### config.mk
export PLATFORM = sky130hd
export DESIGN_NAME = pcbs_ctrl
export DESIGN_NICKNAME = d
export VERILOG_FILES = /design/src/rtl/pcbs_pkg.sv /design/src/rtl/pcbs_ctrl.sv
export SDC_FILE = /design/constraint.sdc
export NUM_CORES = 1
export LEC_CHECK = 0
export BUFFER_PORTS_ARGS = -buffer_cell sky130_fd_sc_hd__buf_2
export CAP_MARGIN = 20
export CORE_UTILIZATION = 56
export CTS_CLUSTER_SIZE = 24
export DETAILED_ROUTE_END_ITERATION = 6
export GPL_TIMING_DRIVEN = 0
export PLACE_DENSITY = 0.83
export SYNTH_ARGS = -nofsm -noshare
export SYNTH_HDL_FRONTEND = slang
export SYNTH_SLANG_ARGS = --single-unit
### constraint.sdc
create_clock -name clk -period 3 [get_ports clk]
set_input_delay 0.45 -clock clk [delete_from_list [all_inputs] [get_ports clk]]
set_output_delay 0.45 -clock clk [all_outputs]
set_load 0.01 [all_outputs]
### src/rtl/pcbs_pkg.sv
// shared types, constants and the detection record for per-class box suppression
package pcbs_pkg;

  localparam int MAX_BOXES     = 64;
  localparam int CLASS_COUNT   = 20;
  localparam int IDX_W         = $clog2(MAX_BOXES);
  localparam int CNT_W         = $clog2(MAX_BOXES + 1);
  localparam logic [15:0] THR_RESET = 16'd29491;
  localparam int IOU_LAT       = 5;

  // input request
  typedef struct packed {
    logic [15:0] box_x;
    logic [15:0] box_y;
    logic [15:0] box_w;
    logic [15:0] box_h;
    logic [15:0] score;
    logic [15:0] obj_prob;
    logic [4:0]  obj_class;
    logic        last_in;
  } in_t;

  // result request
  typedef struct packed {
    logic [15:0] kept_x;
    logic [15:0] kept_y;
    logic [15:0] kept_w;
    logic [15:0] kept_h;
    logic [15:0] kept_score;
    logic [15:0] kept_prob;
    logic [4:0]  kept_class;
    logic        last_out;
    logic        overflowed;
  } out_t;

  // stored detection
  typedef struct packed {
    logic [15:0] x;
    logic [15:0] y;
    logic [15:0] w;
    logic [15:0] h;
    logic [15:0] score;
    logic [15:0] prob;
    logic [4:0]  cls;
  } det_t;

  // controller to datapath commands
  typedef struct packed {
    logic             mem_rd;
    logic [IDX_W-1:0] rd_addr;
    logic             mem_wr;
    logic [IDX_W-1:0] wr_addr;
    logic             wr_src_cur;
    logic             cur_load;
    logic             a_load;
    logic             keep_init;
    logic             keep_clr;
    logic             iou_start;
    logic             out_load;
    logic             out_last;
    logic             out_drop;
    logic [IDX_W-1:0] i_idx;
    logic [IDX_W-1:0] j_idx;
    logic [CNT_W-1:0] n_stored;
  } cmd_t;

  // datapath to controller status
  typedef struct packed {
    logic score_gt;
    logic cls_eq;
    logic keep_i;
    logic keep_j;
    logic iou_done;
    logic iou_hit;
    logic out_free;
    logic more_kept;
  } sts_t;

endpackage

### src/rtl/pcbs_ctrl.sv
// sequencer for load, exchange sort, suppression and emission
module pcbs_ctrl import pcbs_pkg::*; (
  input  logic clk,
  input  logic rst_n,
  input  logic in_valid,
  input  logic in_last,
  output logic in_ready,
  input  sts_t sts,
  output cmd_t cmd
);

  typedef enum logic [13:0] {
    IDLE   = 14'b00000000000001,
    S_SI   = 14'b00000000000010,
    S_LD   = 14'b00000000000100,
    S_JRD  = 14'b00000000001000,
    S_CMP  = 14'b00000000010000,
    S_WB   = 14'b00000000100000,
    P_I    = 14'b00000001000000,
    P_LD   = 14'b00000010000000,
    P_J    = 14'b00000100000000,
    P_CHK  = 14'b00001000000000,
    P_WAIT = 14'b00010000000000,
    E_I    = 14'b00100000000000,
    E_OUT  = 14'b01000000000000,
    E_SPARE = 14'b10000000000000
  } state_t;

  state_t state_r, state_nxt;
  logic [CNT_W-1:0] cnt_r, cnt_nxt, i_r, i_nxt, j_r, j_nxt;
  logic drop_r, drop_nxt;
  logic [CNT_W-1:0] i_inc, j_inc;

  assign i_inc = i_r + 1'b1;
  assign j_inc = j_r + 1'b1;

  always_ff @(posedge clk) begin
    if (!rst_n) begin
      state_r <= IDLE;
      cnt_r   <= '0;
      drop_r  <= 1'b0;
      i_r     <= '0;
      j_r     <= '0;
    end else begin
      state_r <= state_nxt;
      cnt_r   <= cnt_nxt;
      drop_r  <= drop_nxt;
      i_r     <= i_nxt;
      j_r     <= j_nxt;
    end
  end

  // next state and commands
  always_comb begin
    state_nxt = state_r;
    cnt_nxt   = cnt_r;
    drop_nxt  = drop_r;
    i_nxt     = i_r;
    j_nxt     = j_r;
    in_ready  = 1'b0;
    cmd             = '0;
    cmd.i_idx       = i_r[IDX_W-1:0];
    cmd.j_idx       = j_r[IDX_W-1:0];
    cmd.rd_addr     = i_r[IDX_W-1:0];
    cmd.wr_addr     = i_r[IDX_W-1:0];
    cmd.out_drop    = drop_r;
    cmd.n_stored    = cnt_r;
    unique case (state_r)
      IDLE: begin
        in_ready    = 1'b1;
        cmd.wr_addr = cnt_r[IDX_W-1:0];
        if (in_valid) begin
          if (cnt_r < CNT_W'(MAX_BOXES)) begin
            cmd.mem_wr = 1'b1;
            cnt_nxt    = cnt_r + 1'b1;
          end else begin
            drop_nxt = 1'b1;
          end
          if (in_last) begin
            i_nxt     = '0;
            state_nxt = S_SI;
          end
        end
      end
      // sort: hold entry i, sweep later entries
      S_SI: begin
        if (i_inc >= cnt_r) begin
          cmd.keep_init = 1'b1;
          i_nxt         = '0;
          state_nxt     = P_I;
        end else begin
          cmd.mem_rd = 1'b1;
          state_nxt  = S_LD;
        end
      end
      S_LD: begin
        cmd.cur_load = 1'b1;
        j_nxt        = i_inc;
        state_nxt    = S_JRD;
      end
      S_JRD: begin
        cmd.rd_addr = j_r[IDX_W-1:0];
        if (j_r == cnt_r) begin
          state_nxt = S_WB;
        end else begin
          cmd.mem_rd = 1'b1;
          state_nxt  = S_CMP;
        end
      end
      S_CMP: begin
        cmd.wr_addr    = j_r[IDX_W-1:0];
        cmd.wr_src_cur = 1'b1;
        if (sts.score_gt) begin
          cmd.mem_wr   = 1'b1;
          cmd.cur_load = 1'b1;
        end
        j_nxt     = j_inc;
        state_nxt = S_JRD;
      end
      S_WB: begin
        cmd.mem_wr     = 1'b1;
        cmd.wr_src_cur = 1'b1;
        i_nxt          = i_inc;
        state_nxt      = S_SI;
      end
      // suppression
      P_I: begin
        if (i_r == cnt_r) begin
          i_nxt     = '0;
          state_nxt = E_I;
        end else if (!sts.keep_i) begin
          i_nxt = i_inc;
        end else begin
          cmd.mem_rd = 1'b1;
          state_nxt  = P_LD;
        end
      end
      P_LD: begin
        cmd.a_load = 1'b1;
        j_nxt      = i_inc;
        state_nxt  = P_J;
      end
      P_J: begin
        cmd.rd_addr = j_r[IDX_W-1:0];
        if (j_r == cnt_r) begin
          i_nxt     = i_inc;
          state_nxt = P_I;
        end else if (!sts.keep_j) begin
          j_nxt = j_inc;
        end else begin
          cmd.mem_rd = 1'b1;
          state_nxt  = P_CHK;
        end
      end
      P_CHK: begin
        if (sts.cls_eq) begin
          cmd.iou_start = 1'b1;
          state_nxt     = P_WAIT;
        end else begin
          j_nxt     = j_inc;
          state_nxt = P_J;
        end
      end
      P_WAIT: begin
        if (sts.iou_done) begin
          cmd.keep_clr = sts.iou_hit;
          j_nxt        = j_inc;
          state_nxt    = P_J;
        end
      end
      // emission of kept entries
      E_I: begin
        if (i_r == cnt_r) begin
          cnt_nxt   = '0;
          drop_nxt  = 1'b0;
          state_nxt = IDLE;
        end else if (!sts.keep_i) begin
          i_nxt = i_inc;
        end else begin
          cmd.mem_rd = 1'b1;
          state_nxt  = E_OUT;
        end
      end
      E_OUT: begin
        if (sts.out_free) begin
          cmd.out_load = 1'b1;
          cmd.out_last = !sts.more_kept;
          i_nxt        = i_inc;
          state_nxt    = E_I;
        end
      end
      default: begin
        state_nxt = IDLE;
      end
    endcase
  end

endmodule

==> flow_metrics.py, run 1 <==
metrics = {
    "status": {
        "status": "finished, final reports clean",
    },
    "die": {
        "coreArea_um2": 4820,
        "die-area_um2": 5430,
        "die_x_um": 73.7,
        "ios": 55,
        "initial_core_util_pct": 59.7,
        "die_h_um": 73.7,
        "rows": 25,
    },
    "synth": {
        "synth_cell_types": 63,
        "synthSimpleGateAreaFrac_pct": 32.5,
        "mappedNetlistArea_um2": 2880,
        "synth_fa_ha_area_share_pct": 4.35,
        "synthMuxAreaShare_pct": 3.83,
        "synth-xor-area-share_pct": 7.61,
        "yosysSeqAreaShare_pct": 24.4,
        "netlist_instances": 377,
        "ys_warn_count": 0,
        "syn_area_per_cell_um2": 7.63,
        "synth_ff_type": "dfxtp_1",
        "synth_top_family_by_area": "simple AND/OR/NAND/NOR gates",
        "synth-edff-count": 0,
        "synthesis.nets": 399,
        "ys_ff_latch": 35,
        "async_flop_share_pct": 0,
        "synth-compound-area-share_pct": 18.6,
    },
    "routing": {
        "dr.pass1.iters": 5,
        "drc_errors": 0,
        "ant_nets": 0,
        "dr.first_iter.drc_count": 353,
        "wl_per_cell_um": 17.7,
        "vias": 3196,
        "via_per_inst": 6.25,
        "wl_mm": 9.02,
    },
    "layout": {
        "final-seq-area_um2": 722,
        "nets": 465,
        "drive_gt1_share_pct": 31.5,
        "final_cell_mix": "buf_2, nand2_1, nor2_1",
        "antenna_cells": 0,
        "final_common_cell": "buf_2",
        "area_growth_pct": 22.3,
        "multi_input_area_um2": 2020,
        "fillCellCount": 407,
    },
    "power_and_ir_drop": {
        "finalPower_mw": 1.53,
        "p_per_area_nw_per_um2": 435,
        "leakage_nw": 1.59,
        "intPower_mw": 0.888,
        "vdd_drop_max_mv": 0.362,
        "power_switching_mw": 0.645,
        "swShare_pct": 42.1,
        "power_frac_clock_pct": 24.0,
        "pwr-share-seq_pct": 34.6,
        "p_comb_share_pct": 41.4,
    },
    "cts": {
        "cts-root-buf": "clkbuf_8",
        "clkLatencyLatePin_ns": 0.30,
        "clkTransAtPathRegs_ns": 0.08,
        "cts_buffers": 5,
        "cts_num_sinks": 35,
        "cts_tree": "built",
        "clockBufferDepth": 2,
        "htreeDepth": 2,
    },
    "timing": {
        "slew_violations": 0,
        "hold_ws_ns": 0.462,
        "finClkSkew_ns": 0.00681,
        "fmax_ghz": 0.338,
        "finalHoldViolations": 0,
        "fin_ws_ns": 0.0409,
        "rsz0062_at_grt": "false",
        "setup_violations": 0,
        "tightestPinTransition_ns": 1.04,
        "finalCritPeriodShare_pct": 98.6,
        "period_needed_ns": 2.96,
        "max_slew_margin_pct": 30.2,
    },
    "global_routing": {
        "gr-total-overflow": 0,
        "grt_pass1_vias": 2753,
        "grt_pass1_wl_mm": 13.7,
        "track_usage_pct": 33.6,
        "antenna_found_initial": 0,
        "grt_max_degree": 14,
    },
    "place": {
        "hpwl_mm": 6.60,
        "placement.io_buffers": 53,
        "gp_congestion": 0.955,
        "preCtsSetupSlack_ns": -0.354,
    },
    "setup_path": {
        "crit_fanout": 9,
        "critPathLaunchType": "flop",
        "critPathSlowestCell": "nor4_4",
        "critPathKind": "reg2out",
        "cp.required_ns": 2.55,
        "end_kind": "primary output",
        "crit_chain": "buf_4, nor4_4, nand4_1, nand2_4, mux2_2, buf_2",
        "critPathMaxStageDelay_ns": 0.54,
        "arrival_ns": 2.51,
    },
    "min_path": {
        "hp-class": "in2reg",
    },
    "flow_run": {
        "cap_violations": 0,
    },
}
## repair_timing
item	4_1_cts	5_1_grt
gates resized for setup	21	26
pin swaps	0	6
buffers inserted	0	11
hold buffers	0	0
endpoints found under the setup margin	21	26
## power groups by stage
stage | clock network (mW) | logic [mW] | registers, mW
final | 0.368 | 0.634 | 0.529
after global routing | 0.388 | 0.678 | 0.533
after CTS | 0.368 | 0.551 | 0.528
after detailed placement | 0 | 0.531 | 0.531
after global placement | 0 | 0.526 | 0.530
after floorplan | 0 | 0.372 | 0.523
## through the flow
step,cell area (µm²),instances,TNS [ns],utilization [%]
3_5_place_dp,3230,498,-2.12,67.1
4_1_cts,3380,504,0,70.2
2_1_floorplan,2880,377,0,-
6_report,3520,511,0,73.0
5_1_grt,3520,511,0,73.0
3_3_place_gp,3230,497,-4.55,67.0
## routing by layer
layer | vias up | routed length [µm] | track usage, % | part of all wire (%)
li1 | 1499 | - | - | -
met4 | 0 | 230 | 10.9 | 2.5
met2 | 199 | 4160 | 52.9 | 46
met1 | 1466 | 3650 | 47.0 | 40
met5 | - | 0 | 0 | 0
met3 | 32 | 977 | 5.08 | 11
## synthesized netlist by cell type (2+ instances only)
| library cell | number | share of area (%) |
|---|---|---|
| nand2_1 | 39 | 5.1 |
| nor2b_1 | 5 | 1.1 |
| o21ai_0 | 5 | 0.87 |
| and2_1 | 3 | 0.65 |
| a21oi_1 | 24 | 4.2 |
| buf_2 | 3 | 0.52 |
| a22oi_1 | 6 | 1.6 |
| inv_1 | 15 | 2.0 |
| nor4_1 | 6 | 1.3 |
| mux2_2 | 8 | 3.1 |
| or3_1 | 6 | 1.3 |
| o32ai_1 | 6 | 1.8 |
| mux2i_1 | 2 | 0.70 |
| nand4_1 | 9 | 2.0 |
| a31oi_1 | 3 | 0.65 |
| nand2b_1 | 3 | 0.65 |
| a221oi_1 | 2 | 0.61 |
| nor2_1 | 32 | 4.2 |
| o211ai_1 | 2 | 0.52 |
| nor3_1 | 14 | 2.4 |
| nor3b_1 | 6 | 1.6 |
| buf_4 | 13 | 3.4 |
| o221ai_1 | 2 | 0.61 |
| nand3_1 | 16 | 2.8 |
| dfxtp_1 | 35 | 24 |
| or2_2 | 3 | 0.65 |
| or4_1 | 5 | 1.3 |
| a211oi_1 | 2 | 0.52 |
| nor4b_1 | 5 | 1.5 |
| a22o_1 | 6 | 1.8 |
| xor2_1 | 11 | 3.3 |
| clkbuf_1 | 18 | 2.3 |
| nand3b_1 | 3 | 0.78 |
| and3_1 | 7 | 1.5 |
| xnor2_1 | 14 | 4.3 |
| o2111ai_1 | 2 | 0.61 |
| ha_1 | 10 | 4.3 |
## cells by family (layout without fill, tap and decap cells)
logic type | after synthesis | in the layout
muxes | 10 | 10
adders and majority gates | 10 | 10
AOI/OAI and AO/OA | 75 | 75
xor gates and xnor gates | 25 | 25
DFF | 35 | 35
and+or+nand+nor | 171 | 171
buffers and inverters | 51 | 118
## registers in the layout, indices dropped and copies added, names as in the netlist
register,count
cnt_r,7
state_r,13
i_r,7
drop_r,1
j_r,7
## worst max-delay path: cells and delay by family (launching register included)
family / cells / cell delay [ns]
buf+inv: 2 / 0.29
flops: 1 / 0.37
mux: 1 / 0.36
simple gates: 3 / 1.18
## layout make-up
class / instances / area share [%]
Inverter: 16 / 1.71
Clock inverter: 3 / 0.676
Clock buffer: 5 / 1.96
Timing Repair Buffer: 65 / 10.0
Sequential cell: 35 / 20.5
Tap cell: 67 / 2.38
Multi-Input combinational cell: 291 / 57.5
Buffer: 29 / 5.19
## path summary, 6_finish.rpt
path	start	end	slack [ns]	depth (start not counted)
worst max-delay path	state_r[0]$_SDFFE_PN1P_	cmd[36]	0.04	6
worst min-delay path	in_valid	drop_r$_SDFFE_PN0P_	0.46	3
worst max register to register	i_r[0]$_SDFFE_PN0P_	i_r[0]$_SDFFE_PN0P_	0.21	12
worst min register to register	drop_r$_SDFFE_PN0P_	drop_r$_SDFFE_PN0P_	0.50	2
Power figures use the tool's default switching activity.
==> run 2: changes to the inputs <==
--- a/constraint.sdc
+++ b/constraint.sdc
@@ -3,2 +3,2 @@
 set_output_delay 0.45 -clock clk [all_outputs]
-set_load 0.01 [all_outputs]
+set_load 0.05 [all_outputs]
==> run 2 against run 1 <==
Routed wire length rose by 1.9%. Fmax shrank 0.84%. Setup slack worse by 0.025 ns. Die area unchanged.
==> flow_metrics.py, run 2 (synthesis results as in run 1) <==
metrics = {
    "die": {
        "die_h_um": 73.7,
        "rows": 25,
        "coreArea_um2": 4820,
        "ios": 55,
        "die-area_um2": 5430,
        "die_x_um": 73.7,
        "initial_core_util_pct": 59.7,
    },
    "routing": {
        "drc_errors": 0,
        "dr.pass1.iters": 6,
        "via_per_inst": 6.28,
        "ant_nets": 0,
        "wl_per_cell_um": 18.0,
        "dr.first_iter.drc_count": 345,
        "vias": 3209,
        "wl_mm": 9.20,
    },
    "cts": {
        "clkTransAtPathRegs_ns": 0.08,
        "cts-root-buf": "clkbuf_8",
        "cts_tree": "built",
        "clkLatencyLatePin_ns": 0.30,
        "cts_buffers": 5,
        "clockBufferDepth": 2,
        "cts_num_sinks": 35,
        "htreeDepth": 2,
    },
    "setup_path": {
        "arrival_ns": 2.53,
        "crit_chain": "buf_6, nand3_1, nor2_1, xnor2_1, inv_1, ha_1, nand2_1, nor2_2, a211oi_2, a221o_1, buf_6",
        "worst_path_most_repeated_cell": "buf_6",
        "crit_fanout": 10,
        "critPathKind": "reg2out",
        "critPathMaxStageDelay_ns": 0.35,
        "reg2reg_slack_ns": 0.12,
        "cp.required_ns": 2.55,
        "end_kind": "primary output",
        "r2r_start": "i_r[2]$_SDFFE_PN0P_",
        "critPathSlowestCell": "dfxtp_2",
        "critPathLaunchType": "flop",
        "crit_start": "i_r[2]$_SDFFE_PN0P_",
    },
    "place": {
        "placed_area_um2": 3240,
        "gp_congestion": 0.955,
        "placement.io_buffers": 53,
        "hpwl_mm": 6.71,
    },
    "flow_run": {
        "cap_violations": 0,
    },
    "power_and_ir_drop": {
        "power_switching_mw": 0.717,
        "p_per_area_nw_per_um2": 461,
        "intPower_mw": 0.933,
        "vdd_drop_max_mv": 0.386,
        "power_frac_clock_pct": 24.0,
        "swShare_pct": 43.4,
        "leakage_nw": 1.61,
        "pwr-share-seq_pct": 31.9,
        "p_comb_share_pct": 44.1,
    },
    "timing": {
        "finClkSkew_ns": 0.0111,
        "tightestPinTransition_ns": 0.919,
        "finalHoldViolations": 0,
        "slew_violations": 0,
        "finalCritPeriodShare_pct": 99.5,
        "max_slew_margin_pct": 38.2,
        "fmax_ghz": 0.335,
        "period_needed_ns": 2.98,
        "tns_ns": 0,
        "setup_violations": 0,
    },
    "layout": {
        "area_growth_pct": 24.5,
        "final_common_cell": "buf_2",
        "drive_gt1_share_pct": 32.4,
        "fillCellCount": 405,
        "regMostFlops": "state_r",
        "antenna_cells": 0,
        "final-seq-area_um2": 721,
        "nets": 465,
        "final_cell_mix": "buf_2, nand2_1, nor2_1, buf_4, dfxtp_1",
        "fin_area_um2": 3580,
        "largest_reg_flops": 13,
        "multi_input_area_um2": 2060,
    },
    "global_routing": {
        "gr-total-overflow": 0,
        "track_usage_pct": 33.5,
        "grt_pass1_wl_mm": 13.7,
        "antenna_found_initial": 0,
        "grt_max_degree": 12,
        "grt_pass1_vias": 2782,
    },
    "status": {
        "status": "finished, final reports clean",
    },
    "min_path": {
        "hp-class": "in2reg",
        "hp-start": "in_valid",
    },
}
run 2: cell types whose count changed in the layout (fill, tap and decap cells not counted), sizes merged:
cell / previous run / this run
buf: 81 / 84
clkbuf: 18 / 17
clkinvlp: 2 / 1
inv: 16 / 15
run 2: final timing paths:
path	to	cells after the start
hold / removal	drop_r$_SDFFE_PN0P_	3
hold reg to reg	drop_r$_SDFFE_PN0P_	2
setup / recovery	cmd[41]	11
setup reg to reg	i_r[0]$_SDFFE_PN0P_	12
run 2: worst max-delay path, delay by kind of cell (launching register included):
kind,cells,cell delay [ns]
AND/OR/NAND/NOR,4,0.61
buffers and inverters,3,0.43
AO/OA/AOI/OAI,2,0.41
flip-flops,1,0.35
adder cells (fa/ha/maj),1,0.29
XOR/XNOR,1,0.14
run 2: metal layers:
| layer | track usage (%) | routed length [µm] |
|---|---|---|
| met3 | 6.72 | 922 |
| met4 | 8.97 | 143 |
| met2 | 53.1 | 4220 |
| met1 | 46.2 | 3910 |
| met5 | 0 | 0 |
run 2: power groups by stage:
stage	clock, mW	combinational (mW)	sequential, mW
6_report	0.396	0.727	0.527
3_5_place_dp	0	0.626	0.529
5_1_grt	0.410	0.772	0.530
2_1_floorplan	0	0.449	0.543
4_1_cts	0.400	0.648	0.517
3_3_place_gp	0	0.619	0.528
run 2: cell type report:
| type | count | share of cell area (%) |
|---|---|---|
| Multi-Input combinational cell | 291 | 57.5 |
| Sequential cell | 35 | 20.1 |
| Timing Repair Buffer | 66 | 10.4 |
| Buffer | 28 | 5.00 |
| Clock buffer | 7 | 2.69 |
| Tap cell | 67 | 2.34 |
| Inverter | 16 | 1.68 |
| Clock inverter | 1 | 0.210 |
run 2: through the flow:
step	hold slack [ns]	utilization [%]	std cells	power [mW]	worst slack [ns]
after detailed placement	0.473	67.2	498	1.15	-0.400
after global routing	0.483	74.3	511	1.71	-0.0658
after floorplan	0.442	-	377	0.992	0.00668
after CTS	0.466	70.8	504	1.57	-0.0730
after global placement	0.459	67.1	497	1.15	-0.325
final	0.465	74.3	511	1.65	0.0158
run 2: what timing repair did:
| item | 4_1_cts | 5_1_grt |
|---|---|---|
| cloned | 0 | 0 |
| hold buffers | 0 | 0 |
| setup buffers | 1 | 11 |
| endpoints found under the setup margin | 22 | 30 |
| resized for setup | 22 | 31 |
| pin swaps | 1 | 6 |
